`src/rtl/rvat_view_table.sv`:
```
// Generic RAM: one write port, one read port with registered read data.
`timescale 1ns / 1ps
module rvat_view_table #(
  parameter int unsigned WIDTH = 8,
  parameter int unsigned DEPTH = 8,
  parameter int unsigned AW = 3
) (
  input  logic             clk,
  input  logic             we,
  input  logic [AW-1:0]    waddr,
  input  logic [WIDTH-1:0] wdata,
  input  logic [AW-1:0]    raddr,
  output logic [WIDTH-1:0] rdata
);
  logic [WIDTH-1:0] mem_r [DEPTH];
  logic [WIDTH-1:0] rdata_r;

  always_ff @(posedge clk) begin
    if (we) begin
      mem_r[waddr] <= wdata;
    end
    rdata_r <= mem_r[raddr];
  end

  assign rdata = rdata_r;
endmodule
```
`config.mk`:
```
export PLATFORM = sky130hd
export DESIGN_NAME = rvat_view_table
export DESIGN_NICKNAME = d
export VERILOG_FILES = /design/src/rtl/rvat_view_table.sv
export SDC_FILE = /design/constraint.sdc
export NUM_CORES = 1
export LEC_CHECK = 0
export BUFFER_PORTS_ARGS = -buffer_cell sky130_fd_sc_hd__buf_4
export CAP_MARGIN = 10
export CORE_ASPECT_RATIO = 2
export CORE_MARGIN = 2
export CORE_UTILIZATION = 47
export CTS_BUF_LIST = sky130_fd_sc_hd__clkbuf_4
export DETAILED_ROUTE_END_ITERATION = 7
export GPL_ROUTABILITY_DRIVEN = 0
export GPL_TIMING_DRIVEN = 0
export PLACE_DENSITY = 0.71
export SLEW_MARGIN = 20
export SYNTH_ARGS = -nofsm -noshare
export SYNTH_HDL_FRONTEND = slang
export SYNTH_SLANG_ARGS = --single-unit
export TNS_END_PERCENT = 5
```
`constraint.sdc`:
```
create_clock -name clk -period 2.7 [get_ports clk]
set_input_delay 0.54 -clock clk [delete_from_list [all_inputs] [get_ports clk]]
set_output_delay 0.54 -clock clk [all_outputs]
set_load 0.03 [all_outputs]
```
Yosys cells after proc, flatten, opt, wreduce, memory -nomap -nowiden
Memories as Yosys holds them, arrays and structs flattened. A register that Yosys moved wholly into a read port is not among the register bits.
Index checks and enable logic that the tools add are counted.
{ "word_totals": {"n_memories": 1, "regBits": 0, "in_bits": 16, "mem_bits_ro": 0, "ram_bits": 64, "latch_bits": 0} }
{ "classes": {"n_eq_ne": 0, "div_mod_pow": 0, "n_addsub": 0, "reduce_logical": 0, "mul": 0, "shift": 0, "magnitude_cmp": 0, "mux": 2, "bitwise": 0} }
{ "memory_table": {"columns": ["name", "depth", "width", "read_ports", "rd_ports_with_merged_regs", "write_ports", "line_no", "text"], "rows": [
  ["mem_r", 8, 8, 1, 1, 1, "15", "logic [WIDTH-1:0] mem_r [DEPTH];"]
]} }
{ "op_table": {"columns": ["cell", "n"], "rows": [
  ["$mux 1", 2]
]} }

Logic depth before layout (Yosys ltp)
{ "logic_depth": {"ltp_word": 2, "ltp_mapped": 4, "depth_no_buf": 2} }

Worst setup path before layout
No wires, ideal clock.
{ "synth_timing": {"kind": "input port to flip-flop", "from": "input port waddr[2]", "to": "memory mem_r[0][0] (enable)", "setup_ps": 383, "path_slack_ps": 999, "stages": 2, "required_ps": 2317, "t_arrival_ps": 1317, "cell_sequence": "nand2b_1 -> nor3_1"} }
{ "synth_rtl": {"columns": ["element", "line_no", "text"], "rows": [
  ["start, declared", "10", "input logic [AW-1:0] waddr,"],
  ["end, declared", "15", null]
]} }
No word-level cell before the write port.

==> impl_metrics.toml <==
[logic_synthesis]
netlist_area_mm2 = 0.00269
synth_nets = 130
synth_cells = 114
synth_area_leaders = "edfxtp_1 71%, mux4_1 15%, dfxtp_1 6.0%"
ys_seq_area_share_pct = 77.4
ys_types = 14
synth_top_area_share_pct = 71.4
yosys.area.top_type = "edfxtp_1"
yosysWarnings = 0
ys_seq_elements = 72
synth.avg_cell_area_um2 = 23.6

[route]
wire_per_inst_um = 19.8
ant_nets = 0
post_drt_via_cell_ratio = 5.55
drt_iter0_drc = 43
vias = 1172
wirelength_um = 4180
drcViolationCount = 0
dr.pass1.iters = 4

[clock_network]
cts_tree = "done"
cts_resized = 0
cts.sinks = 72
cts_buffers = 9
cts.root.buffer_cell = "clkbuf_4"
worst_skew_pair.late_latency_ns = 0.40
htree_levels = 3
post-cts-setup-buffers = 0
hold_buffers = 0
clk_pin_slew_ns = 0.12
cts_buffer_depth = 2

[final_layout]
final.fill_count = 417
final-instance-count-excl-fill = 211
drive_above_1_share_pct = 32.7
num-nets-final = 161
finish.utilization_pct = 55.5
diodes = 0
postLayoutCellArea_mm2 = 0.00312
area_growth_pct = 15.8

[timing]
finalCriticalPeriod_ns = 1.52
fin_ws_ns = 1.18
rsz0062_at_grt = "no"
tightestPinTransition_ns = 0.899
max_freq_ghz = 0.657
timing.final.crit_share_pct = 56.4
slew_violations = 0
fin_skew_ns = 0.00722
hold_viol = 0
fin_tns_setup_ns = 0
whs_ns = 0.352
setup_viol = 0
slew_headroom_pct = 39.9

[floorplan]
ioPinCount = 24
fp-row-count = 39
dieArea_mm2 = 0.00638
core-area_mm2 = 0.00561
start_util_pct = 48.0
fp.dieW_um = 57.5
fp.dieH_um = 111

[critical_path]
start_kind = "primary input"
path_max_fanout = 10
worstPathRequired_ns = 3.00
worstSetupEndpointType = "register"
cp.arrival_ns = 1.83
reg2reg_slack_ns = 1.42
crit_type = "primary input to register"

[global_routing]
antenna_found_initial = 0
grt_pass1_vias = 1180
overflow = 0
grt_max_degree = 14
grt_usage_pct = 14.5
grt_first_pass_wirelength_um = 6400

[run]
maxCapViolations = 0

[power]
swShare_pct = 20.4
ir_drop_mv = 0.505
p_leak_nw = 1.08
clkPwrFrac_pct = 37.1
finalPower_mw = 2.26
pwr-share-comb_pct = 6.9
power_density_mw_per_mm2 = 725
p_int_mw = 1.80
switchingPower_mw = 0.460
p_seq_share_pct = 56.0

[status]
outcome = "finished clean"

[hold_path]
hold_path.class = "primary input to register"

[place]
dp_hpwl_um = 2660
place_area_mm2 = 0.00293
portBuffers = 20
placedCellCount = 195
post-place-ws_ns = 0.651
layout make-up:
cell class | instances | area, µm² | area share [%]
sequential | 72 | 2080 | 66.8
multi-input combinational | 37 | 576 | 18.5
timing repair buffer | 20 | 150 | 4.82
clock inverter | 7 | 120 | 3.86
tap | 61 | 76.3 | 2.45
clock buffer | 9 | 67.6 | 2.17
buffer | 5 | 43.8 | 1.41
registers in the layout (all words and copies together), names as in the netlist:
signal / count
mem_r: 64
rdata: 8
layout by cell type (no fill, tap or decap), drive strengths merged:
cell,count
clkbuf,10
clkinv,4
nand2,2
mux2,8
nor2,6
nor3,2
mux4,16
nand2b,3
dfxtp,8
buf,24
edfxtp,64
bufinv,3
per-layer routing:
| metal | track usage (%) | vias up | share of wire, % |
|---|---|---|---|
| met3 | 5.25 | 6 | 4.6 |
| met5 | 0 | - | 0 |
| met1 | 17.5 | 585 | 39 |
| li1 | - | 549 | - |
| met2 | 23.0 | 32 | 55 |
| met4 | 6.51 | 0 | 1.3 |
cell families after synthesis:
logic type	Yosys count	synth area share [%]
DFF	72	77.4
buffers and inverters	5	1.63
and+or+nand+nor	13	2.19
muxes	24	18.8
worst max-delay path: stages:
cell	delay (ns)
clkbuf_1	0.33
buf_2	0.35
mux4_1	0.33
mux2_2	0.27
power by group through the flow:
stage                     clock, mW  sequential [mW]  combinational (mW)
after floorplan                   0             1.32              0.0673
after global placement            0             1.29               0.154
after detailed placement          0             1.29               0.160
after CTS                     0.853             1.27               0.160
after global routing          0.895             1.27               0.168
final                         0.839             1.27               0.155
synth_stat cells:
master,number
buf_1,1
buf_12,1
buf_2,1
buf_6,1
clkbuf_1,1
dfxtp_1,8
edfxtp_1,64
mux2_2,8
mux4_1,15
mux4_2,1
nand2_1,2
nand2b_1,3
nor2_1,6
nor3_1,2
path summary, 6_finish.rpt:
check,cells after the start,from,endpoint
setup reg to reg,2,mem_r[1][7],rdata[7]
hold reg to reg,2,mem_r[0][2],rdata[2]
setup / recovery,4,raddr[2],rdata[5]
hold / removal,1,wdata[4],mem_r[4][4]
No activity file was read; power rests on OpenSTA's default activity.
